`src/hw/rtl/crc8frc_pkg.sv`:
```
// crc8frc_pkg: shared codes, constants and structs of the crc8 frame receive checker
// no dependencies
`timescale 1ns / 1ps

package crc8frc_pkg;

  localparam logic KIND_DATA = 1'b0;
  localparam logic KIND_STAT = 1'b1;

  localparam logic [1:0] STAT_OK   = 2'd0;
  localparam logic [1:0] STAT_CRC  = 2'd1;
  localparam logic [1:0] STAT_SIZE = 2'd2;
  localparam logic [1:0] STAT_TERM = 2'd3;

  localparam logic [7:0] NEWLINE  = 8'h0A;
  localparam logic [7:0] CRC_POLY = 8'h8C;
  localparam logic [7:0] CRC_INIT = 8'h00;

  typedef struct packed {
    logic       start;
    logic [7:0] seed;
    logic [7:0] data;
  } crc_req_t;

  typedef struct packed {
    logic       done;
    logic [7:0] crc;
  } crc_rsp_t;

endpackage

```
`src/hw/rtl/crc8frc_crc.sv`:
```
// crc8frc_crc: bit-serial crc-8 unit, one bit per cycle
// depends on crc8frc_pkg
`timescale 1ns / 1ps

module crc8frc_crc (
  input  logic                 clk_i,
  input  logic                 rst_ni,
  input  crc8frc_pkg::crc_req_t req_i,
  output crc8frc_pkg::crc_rsp_t rsp_o
);

  logic [7:0] crc_q, crc_d;
  logic [7:0] sh_q, sh_d;
  logic [2:0] cnt_q, cnt_d;
  logic       busy_q, busy_d;
  logic       done_q, done_d;
  logic       fb;

  always_comb begin
    crc_d  = crc_q;
    sh_d   = sh_q;
    cnt_d  = cnt_q;
    busy_d = busy_q;
    done_d = 1'b0;
    fb     = crc_q[0] ^ sh_q[0];
    if (req_i.start) begin
      crc_d  = req_i.seed;
      sh_d   = req_i.data;
      cnt_d  = 3'd0;
      busy_d = 1'b1;
    end else if (busy_q) begin
      crc_d = {1'b0, crc_q[7:1]} ^ (fb ? crc8frc_pkg::CRC_POLY : 8'h00);
      sh_d  = {1'b0, sh_q[7:1]};
      cnt_d = cnt_q + 3'd1;
      if (cnt_q == 3'd7) begin
        busy_d = 1'b0;
        done_d = 1'b1;
      end
    end
  end

  always_ff @(posedge clk_i or negedge rst_ni) begin
    if (!rst_ni) begin
      crc_q  <= crc8frc_pkg::CRC_INIT;
      sh_q   <= 8'h00;
      cnt_q  <= 3'd0;
      busy_q <= 1'b0;
      done_q <= 1'b0;
    end else begin
      crc_q  <= crc_d;
      sh_q   <= sh_d;
      cnt_q  <= cnt_d;
      busy_q <= busy_d;
      done_q <= done_d;
    end
  end

  assign rsp_o.done = done_q;
  assign rsp_o.crc  = crc_q;

endmodule

```
`config.mk`:
```
export PLATFORM = sky130hd
export DESIGN_NAME = crc8frc_crc
export DESIGN_NICKNAME = d
export VERILOG_FILES = /design/src/hw/rtl/crc8frc_pkg.sv /design/src/hw/rtl/crc8frc_crc.sv
export SDC_FILE = /design/constraint.sdc
export NUM_CORES = 1
export LEC_CHECK = 0
export BUFFER_PORTS_ARGS = -buffer_cell sky130_fd_sc_hd__buf_2
export CAP_MARGIN = 20
export CELL_PAD_IN_SITES_DETAIL_PLACEMENT = 1
export CELL_PAD_IN_SITES_GLOBAL_PLACEMENT = 1
export CORE_ASPECT_RATIO = 1.75
export CORE_MARGIN = 2
export CORE_UTILIZATION = 35
export DETAILED_ROUTE_END_ITERATION = 6
export GPL_TIMING_DRIVEN = 0
export PLACE_DENSITY = 0.79
export REMOVE_ABC_BUFFERS = 1
export SLEW_MARGIN = 20
export SYNTH_ARGS = -nofsm -noshare
export SYNTH_HDL_FRONTEND = slang
export SYNTH_SLANG_ARGS = --single-unit
```
`constraint.sdc`:
```
create_clock -name clk_i -period 1.15 [get_ports clk_i]
set_clock_uncertainty 0.1 [all_clocks]
set_input_delay 0.115 -clock clk_i [delete_from_list [all_inputs] [get_ports clk_i]]
set_output_delay 0.115 -clock clk_i [all_outputs]
set_load 0.03 [all_outputs]
```
==> results of run 1 <==
==> cell type report <==
cell class | instances | area (µm²) | area share [%]
timing repair buffer | 51 | 414.1 | 27.06
clock buffer | 4 | 45.04 | 2.944
tap | 28 | 35.03 | 2.289
multi-input combinational | 64 | 500.5 | 32.71
inverter | 1 | 3.754 | 0.2453
sequential | 21 | 531.8 | 34.75
==> report_power, final <==
part | leakage (nW) | switching, mW | internal (mW)
sequential | 0.255 | 0.0709 | 0.809
clock | 0.0228 | 0.231 | 0.246
combinational | 0.496 | 0.212 | 0.196
==> timing repair <==
action,in CTS,in global routing
endpoints found under the hold margin,36,0
buffers inserted,5,2
cloned,1,0
pin swaps,2,3
hold buffers,16,0
resized for setup,11,13
setup endpoints to repair,21,18
==> cells in the final DEF (no fill, tap or decap), drive strengths merged, types with 2 or more instances in the layout <==
cell,count
a21o,2
a21oi,2
buf,35
clkbuf,4
dfrtp,21
dlygate4sd3,16
ha,2
mux2i,14
nand2,14
nand3b,2
nand4b,2
nor2,5
nor3b,2
nor4b,2
o21ai,13
xnor2,2
==> metal layers <==
metal | vias to the layer above | global-route usage [%]
met1 | 441 | 19.06
met2 | 15 | 32.21
met5 | - | 0
met3 | 7 | 2.844
li1 | 419 | -
met4 | 0 | 10.78
==> through the flow <==
step | cell area [µm²] | utilization [%]
floorplan | 959.7 | -
global placement | 1130 | 39.47
detailed placement | 1130 | 39.47
CTS | 1458 | 50.92
global route | 1530 | 53.45
finish | 1530 | 53.45
==> worst max-delay path, cell delays in order, from the launching register on <==
cell     delay [ns]
dfrtp_1        0.39
ha_2           0.21
ha_4           0.21
mux2i_1        0.14
nor2_1         0.05
==> registers in the layout (all words and copies together) (netlist names) <==
signal,flops
sh_q,8
crc_q,8
done_q,1
busy_q,1
cnt_q,3
==> worst paths after layout <==
check / depth (start not counted) / slack, ns / endpoint
worst max-delay path: 4 / -0.08 / cnt_q[2]$_DFFE_PN0P_
worst min-delay path: 3 / -0.001 / crc_q[3]$_DFFE_PN0P_
worst max register to register: 4 / -0.08 / cnt_q[2]$_DFFE_PN0P_
worst min register to register: 2 / 0.45 / sh_q[7]$_DFFE_PN0P_
max in group asynchronous: 2 / 0.33 / busy_q$_DFF_PN0_
min in group asynchronous: 2 / 0.24 / crc_q[6]$_DFFE_PN0P_
==> cells by family (layout without fill, tap and decap cells) <==
kind of cell / Yosys count / after routing
simple gates: 28 / 28
xor+xnor: 2 / 2
fa+ha+maj: 2 / 2
mux: 14 / 14
flops: 21 / 21
buf+inv: 9 / 56
compound gates: 18 / 18
==> impl_metrics.tcl, run 1 <==
set metrics [dict create \
    fmax_mhz 811.1 \
    critPathArrivalTime_ns 1.26 \
    peakVddDrop_mv 0.8399 \
    ys_types 22 \
    antenna_found_initial 0 \
    drt-wirelength-per-cell_um 15.62 \
    synth_commonest_cells "dfrtp_1 (21), mux2i_1 (14), nand2_1 (14)" \
    finalHoldViolCount 1 \
    async_flop_share_pct 100.0 \
    antenna-diode-count 0 \
    wl_met2_mm 1.563 \
    netlist_area_um2 1022 \
    port_buffers 27 \
    synth.most_common_cell "dfrtp_1" \
    synth_edf_count 0 \
    clk_pin_slew_ns 0.07 \
    fp-row-count 26 \
    hpwl_mm 1.483 \
    start_kind "register" \
    tns_ns -0.5319 \
    finalWorstSetupSlack_ns -0.08292 \
    clockBufferDepth 2 \
    ioPinCount 28 \
    preCtsSetupSlack_ns -0.5269 \
    total_power_mw 1.765 \
    synth-compound-area-share_pct 9.547 \
    ys.flop_type "dfrtp_1" \
    dr.pass1.iters 4 \
    relSlewSlack_pct 56.91 \
    leakagePower_nw 0.7739 \
    die_h_um 75.49 \
    drcViolationCount 0 \
    grt_max_degree 42 \
    ys_top_cells_by_area "dfrtp_1 (51%), mux2i_1 (14%), nand2_1 (5.1%), o21ai_1 (4.4%), buf_6 (3.3%)" \
    synthMuxAreaShare_pct 13.71 \
    clk_latency_ns 0.26 \
    clock_sinks 21 \
    maxCapViolations 0 \
    coreArea_um2 2863 \
    area_delta_synth_final_pct 49.69 \
    rsz0062_at_grt "yes" \
    ctsRootBufferMaster "clkbuf_8" \
    period_minus_slack_ns 1.233 \
    nNetsFinal 163 \
    grtUsageTotal_pct 17.92 \
    violations "hold timing, setup timing" \
    reg2reg_from "cnt_q[1]$_DFFE_PN0P_" \
    synth-simple-area-share_pct 13.95 \
    timing.hold.ws_ns -0.001316 \
    grt_pass1_wl_mm 4.284 \
    dp.cells 141 \
    ant_nets 0 \
    drive_gt1_share_pct 35.46 \
    p_per_area_nw_per_um2 1153 \
    synth.avg_cell_area_um2 10.87 \
    ys_ff_latch 21 \
    setup_violations 16 \
    ys_seq_area_share_pct 51.41 \
    vias 882 \
    cp-startpoint "cnt_q[1]$_DFFE_PN0P_" \
    die_w_um 44.85 \
    yosysTopAreaCellShare_pct 51.41 \
    drt-met1-wl_um 951 \
    cts_inserted_buffers 3 \
    min_from "req_i[11]" \
    worstSetupPathType "reg -> reg" \
    worst_slew_pin_slew_ns 0.6464 \
    synth-adder-area-share_pct 2.448 \
    gp_congestion 0.7111 \
    grt_pass1_vias 906 \
    vias_per_cell 5.219 \
    synth_area_leader_cell "dfrtp_1" \
    crit_path_end_kind "register" \
    top_layer "met4" \
    status "finished, violations left" \
    synth_cells 94 \
    fin_crit_sh_pct 107.2 \
    first_iter_violations 7 \
    yosys_warnings 0 \
    dr_wl_met3_um 60 \
    slew_viol_final 0 \
    cp_data_required_time_ns 1.17 \
    hold_path_class "in -> reg" \
    num-fill-cells 325 \
    synth_top_family_by_area "simple AND/OR/NAND/NOR gates" \
    wl_mm 2.639 \
    overflow 0 \
    cts_tree "yes" \
    path_max_fanout 2 \
    layoutNonFillerInstCount 169 \
    htree_levels 1 \
    fp.dieArea_um2 3386 \
    start_util_pct 35.71 \
    synth_xor_area_share_pct 2.448 \
]
Power figures use the tool's default switching activity.
==> run 2, diff against run 1 <==
--- a/config.mk
+++ b/config.mk
@@ -11,10 +11,10 @@
 export CELL_PAD_IN_SITES_GLOBAL_PLACEMENT = 1
 export CORE_ASPECT_RATIO = 1.75
 export CORE_MARGIN = 2
-export CORE_UTILIZATION = 35
+export CORE_UTILIZATION = 38
 export DETAILED_ROUTE_END_ITERATION = 6
 export GPL_TIMING_DRIVEN = 0
-export PLACE_DENSITY = 0.79
+export PLACE_DENSITY = 0.81
 export REMOVE_ABC_BUFFERS = 1
 export SLEW_MARGIN = 20
 export SYNTH_ARGS = -nofsm -noshare
==> constraint.sdc (replaced) <==
create_clock -name clk_i -period 1.4 [get_ports clk_i]
set_clock_uncertainty 0.1 [all_clocks]
set_input_delay 0.14 -clock clk_i [delete_from_list [all_inputs] [get_ports clk_i]]
set_output_delay 0.14 -clock clk_i [all_outputs]
set_load 0.03 [all_outputs]
==> run 2 against run 1 <==
  * The flow now finishes without violations
  * Largest cell class unchanged
  * Highest routed layer unchanged
  * Flip-flop and latch count is the same
  * Hold slack improved by 0.0025 ns
  * Design area decreased by 15%
  * Largest power group unchanged
  * Sequential power is 20% lower
  * Critical path type unchanged
  * Register-to-register slack gained 0.18 ns
  * Cell count decreased by 8.3%
  * Global-route usage fell by 2.1 points
  * Critical path depth did not move
  * Combinational power shrank 32%
  * Power shrank 22%
  * Die area decreased by 7.3%
==> impl_metrics.tcl, run 2 (synthesis gave the netlist of run 1 again) <==
set metrics [dict create \
    layout_common_cells "buf_2 (27), dfrtp_1 (20), nand2_1 (14), mux2i_1 (14), dlygate4sd3_1 (12)" \
    final_common_cell "buf_2" \
    min_from "req_i[8]" \
    htree_levels 1 \
    hpwl_mm 1.394 \
    leakagePower_nw 0.6971 \
    vias_per_cell 5.013 \
    fin_util_pct 51.39 \
    crit_path_end_kind "register" \
    relSlewSlack_pct 57.62 \
    wl_mm 2.179 \
    clk_pin_slew_ns 0.07 \
    slowest_stage "dfrtp_1" \
    grt_pass1_wl_mm 3.663 \
    reg2reg_from "cnt_q[0]$_DFFE_PN0P_" \
    start_kind "register" \
    ant_nets 0 \
    grtUsageTotal_pct 15.82 \
    rsz0062_at_grt "no" \
    critical_path.cell_chain "ha_1 -> ha_1 -> mux2i_1 -> nor2_1" \
    total_power_mw 1.385 \
    cts_tree "yes" \
    drive_gt1_share_pct 24.81 \
    finalHoldViolCount 0 \
    dr.pass1.iters 3 \
    area_delta_synth_final_pct 26.81 \
    overflow 0 \
    reg_top3 "crc_q x8, sh_q x8, cnt_q x3" \
    grt_pass1_vias 767 \
    clk_latency_ns 0.26 \
    cp_data_required_time_ns 1.43 \
    grt_max_degree 42 \
    nNetsFinal 151 \
    tns_ns 0 \
    crit_buf_inv 0 \
    critPathArrivalTime_ns 1.33 \
    worstSetupPathType "reg -> reg" \
    cpPeakStageDelay_ns 0.40 \
    fp-row-count 24 \
    setup_violations 0 \
    start_util_pct 40.53 \
    antenna-diode-count 0 \
    min_to "crc_q[0]$_DFFE_PN0P_" \
    ctsRootBufferMaster "clkbuf_8" \
    dpl_cell_area_um2 1127 \
    antenna_found_initial 0 \
    coreArea_um2 2522 \
    post_cts_buffers 0 \
    period_minus_slack_ns 1.300 \
    vias 777 \
    first_iter_violations 8 \
    maxCapViolations 0 \
    path_max_fanout 2 \
    r2r_slack_ns 0.1 \
    peakVddDrop_mv 0.8524 \
    clock_sinks 21 \
    status "complete, no violations" \
    timing.rr.end "cnt_q[2]$_DFFE_PN0P_" \
    fin_area_um2 1296 \
    clockBufferDepth 2 \
    cp_top_family "adder cells" \
    hold_path_class "in -> reg" \
    holdPathStages 3 \
    ioPinCount 28 \
    die_h_um 72.61 \
    fin_crit_sh_pct 92.86 \
    slew_viol_final 0 \
    worst_path_most_repeated_cell "ha_1" \
    drcViolationCount 0 \
    fmax_mhz 769.2 \
    p_per_area_nw_per_um2 1069 \
    port_buffers 27 \
    ff2ff_path_depth 4 \
    worst_slew_pin_slew_ns 0.6356 \
    drt-wirelength-per-cell_um 14.06 \
    gp_congestion 0.6833 \
    die_w_um 43.21 \
    cts_inserted_buffers 3 \
    fp.dieArea_um2 3137 \
]
==> run 2: area by class of cell <==
| class | count | area, µm² |
|---|---|---|
| tap | 26 | 32.53 |
| multi-input combinational | 64 | 430.4 |
| timing repair buffer | 39 | 255.2 |
| inverter | 1 | 3.754 |
| sequential | 21 | 529.3 |
| clock buffer | 4 | 45.04 |
| fill | 289 | 1226 |
==> run 2: where the power goes <==
group          internal, mW  switching, mW
clock                 0.203          0.196
combinational         0.121          0.156
sequential            0.664         0.0444
==> run 2: worst max path at each step <==
stage / cells past startpoint / slack, ns / end / from
after floorplan: 3 / -0.03 / crc_q[7]$_DFFE_PN0P_ / busy_q$_DFF_PN0_
after global placement: 2 / -0.22 / crc_q[5]$_DFFE_PN0P_ / busy_q$_DFF_PN0_
after detailed placement: 2 / -0.25 / sh_q[3]$_DFFE_PN0P_ / busy_q$_DFF_PN0_
after CTS: 3 / 0.06 / crc_q[7]$_DFFE_PN0P_ / busy_q$_DFF_PN0_
after global routing: 3 / 0.04 / crc_q[7]$_DFFE_PN0P_ / busy_q$_DFF_PN0_
final: 4 / 0.1 / cnt_q[2]$_DFFE_PN0P_ / cnt_q[0]$_DFFE_PN0P_
==> run 2: timing repair <==
item | in CTS | in global routing
cloned | 0 | 0
resized for setup | 1 | 1
setup endpoints to repair | 21 | 7
hold buffers | 12 | 0
pin swaps | 0 | 0
endpoints found under the hold margin | 32 | 0
==> run 2: metrics by stage <==
| step | cells | setup WS (ns) | hold slack, ns |
|---|---|---|---|
| 2_1_floorplan | 86 | -0.02517 | -0.2556 |
| 3_3_place_gp | 139 | -0.2211 | 0.01182 |
| 3_5_place_dp | 139 | -0.2549 | 0.02140 |
| 4_1_cts | 155 | 0.05872 | 0.004512 |
| 5_1_grt | 155 | 0.03526 | 0.01945 |
| 6_report | 155 | 0.09993 | 0.001187 |
==> run 2: per-layer routing <==
metal	wire length, µm	global-route usage [%]	up-vias
met2	1142	26.37	18
met4	59	9.091	0
met1	899	18.53	363
met3	77	2.970	5
li1	-	-	391
met5	0	0	-
==> run 2: worst min-delay path, stage by stage <==
cell	delay (ns)
buf_2	0.08
nand2_1	0.04
o21ai_1	0.06
==> run 3, diff against run 2 <==
--- a/config.mk
+++ b/config.mk
@@ -9,7 +9,7 @@
 export CAP_MARGIN = 20
 export CELL_PAD_IN_SITES_DETAIL_PLACEMENT = 1
 export CELL_PAD_IN_SITES_GLOBAL_PLACEMENT = 1
-export CORE_ASPECT_RATIO = 1.75
+export CORE_ASPECT_RATIO = 0.6
 export CORE_MARGIN = 2
 export CORE_UTILIZATION = 38
 export DETAILED_ROUTE_END_ITERATION = 6
==> run 3 against run 2 <==
  * The flow now finishes with violations (hold timing)
  * First-iteration DRC count rose to 3.6 times the previous value
  * Power is 0.22% lower
  * Design area down 0.97%
==> impl_metrics.tcl, run 3 (synthesis gave the netlist of run 1 again) <==
set metrics [dict create \
    violations "hold timing" \
    grtUsageTotal_pct 14.93 \
    holdPathStages 3 \
    p_per_area_nw_per_um2 1077 \
    fp-row-count 14 \
    ioPinCount 28 \
    slowest_stage "dfrtp_1" \
    critPathArrivalTime_ns 1.30 \
    clk_pin_slew_ns 0.08 \
    maxCapViolations 0 \
    cpPeakStageDelay_ns 0.40 \
    coreArea_um2 2522 \
    wl_mm 2.167 \
    grt_max_degree 42 \
    crit_buf_inv 0 \
    cp_data_required_time_ns 1.42 \
    final_common_cell "buf_2" \
    min_to "crc_q[4]$_DFFE_PN0P_" \
    cts_tree "yes" \
    clkPwrFrac_pct 28.9 \
    period_minus_slack_ns 1.281 \
    finalHoldViolCount 1 \
    clock_sinks 21 \
    setup_violations 0 \
    worstSetupPathType "reg -> reg" \
    reg2reg_from "cnt_q[0]$_DFFE_PN0P_" \
    post_cts_buffers 0 \
    fin_area_um2 1284 \
    ant_nets 0 \
    path_max_fanout 2 \
    fp.dieArea_um2 3135 \
    drcViolationCount 0 \
    ctsRootBufferMaster "clkbuf_8" \
    num-fill-cells 292 \
    vias 782 \
    crit_path_end_kind "register" \
    fmax_mhz 780.8 \
    antenna_found_initial 0 \
    first_iter_violations 29 \
    cp_top_family "adder cells" \
    preCtsSetupSlack_ns -0.2775 \
    clk_latency_ns 0.26 \
    timing.hold.ws_ns -0.005229 \
    layout_common_cells "buf_2 (27), dfrtp_1 (20), nand2_1 (14), mux2i_1 (14), dlygate4sd3_1 (10)" \
    htree_levels 1 \
    area_delta_synth_final_pct 25.58 \
    antenna-diode-count 0 \
    die_h_um 44.18 \
    clockBufferDepth 2 \
    start_kind "register" \
    dpl_cell_area_um2 1135 \
    internal-power_mw 0.9838 \
    dr.pass1.iters 3 \
    grt_pass1_wl_mm 3.532 \
    total_power_mw 1.382 \
    fin_crit_sh_pct 91.48 \
    fin_util_pct 50.89 \
    layoutNonFillerInstCount 159 \
    finalWorstSetupSlack_ns 0.1193 \
    overflow 0 \
    hold_path_class "in -> reg" \
    reg_top3 "crc_q x8, sh_q x8, cnt_q x3" \
    ff2ff_path_depth 4 \
    r2r_slack_ns 0.12 \
    gp_congestion 0.6915 \
    pwr-share-comb_pct 19.8 \
    drt-wirelength-per-cell_um 13.63 \
    cts_inserted_buffers 3 \
    leakagePower_nw 0.6888 \
    critical_path.cell_chain "ha_1 -> ha_1 -> mux2i_1 -> nor2_1" \
    drive_gt1_share_pct 25.20 \
    dp.cells 145 \
    status "finished, violations left" \
    switching_share_pct 28.82 \
    start_util_pct 40.53 \
    nNetsFinal 149 \
    timing.rr.end "cnt_q[2]$_DFFE_PN0P_" \
    die_w_um 70.96 \
    tns_ns 0 \
    peakVddDrop_mv 0.5214 \
    vias_per_cell 4.918 \
    min_from "req_i[12]" \
    worst_path_most_repeated_cell "ha_1" \
    slew_viol_final 0 \
    grt_pass1_vias 785 \
    relSlewSlack_pct 57.05 \
    port_buffers 27 \
    p_seq_share_pct 51.4 \
    worst_slew_pin_slew_ns 0.6442 \
    cp-startpoint "cnt_q[0]$_DFFE_PN0P_" \
    rsz0062_at_grt "no" \
    p_sw_mw 0.3984 \
]
-- run 3: cell count changes in the layout (fill, tap and decap cells not counted) --
cell	change
dlygate4sd3_1	-2
-- run 3: layout make-up --
type / instances / area, µm² / area share, %
Sequential cell: 21 / 529.3 / 41.23
Multi-Input combinational cell: 64 / 430.4 / 33.53
Timing Repair Buffer: 37 / 235.2 / 18.32
Clock buffer: 4 / 45.04 / 3.509
Tap cell: 32 / 40.04 / 3.119
Inverter: 1 / 3.754 / 0.2924
-- run 3: worst max path at each step --
| stage | end | slack, ns | cells after the start |
|---|---|---|---|
| 3_3_place_gp | crc_q[7]$_DFFE_PN0P_ | -0.22 | 3 |
| 2_1_floorplan | crc_q[7]$_DFFE_PN0P_ | -0.03 | 3 |
| 5_1_grt | cnt_q[2]$_DFFE_PN0P_ | 0.04 | 4 |
| 3_5_place_dp | sh_q[2]$_DFFE_PN0P_ | -0.28 | 2 |
| 6_report | cnt_q[2]$_DFFE_PN0P_ | 0.12 | 4 |
| 4_1_cts | sh_q[2]$_DFFE_PN0P_ | 0.06 | 2 |
-- run 3: worst min-delay path, cell delays in order --
cell     delay [ns]
buf_2          0.07
nand2_1        0.04
o21ai_0        0.06
-- run 3: metal layers --
metal / vias up / GRT usage, % / routed length (µm)
met4: 0 / 2.264 / 0
met2: 19 / 26.92 / 1008
met5: - / 0 / 0
met1: 376 / 17.87 / 1047
li1: 387 / - / -
met3: 0 / 5.467 / 111
-- run 3: power groups by stage --
stage	Sequential [mW]	Combinational (mW)	Clock, mW
2_1_floorplan	0.771	0.0948	0
3_3_place_gp	0.716	0.244	0
4_1_cts	0.710	0.276	0.417
6_report	0.710	0.273	0.399
3_5_place_dp	0.723	0.254	0
5_1_grt	0.718	0.303	0.436
-- run 3: what timing repair did --
| action | CTS | global route |
|---|---|---|
| hold endpoints to repair | 30 | 0 |
| hold buffers | 10 | 0 |
| pin swaps | 0 | 0 |
| resized for setup | 1 | 1 |
| endpoints found under the setup margin | 21 | 7 |
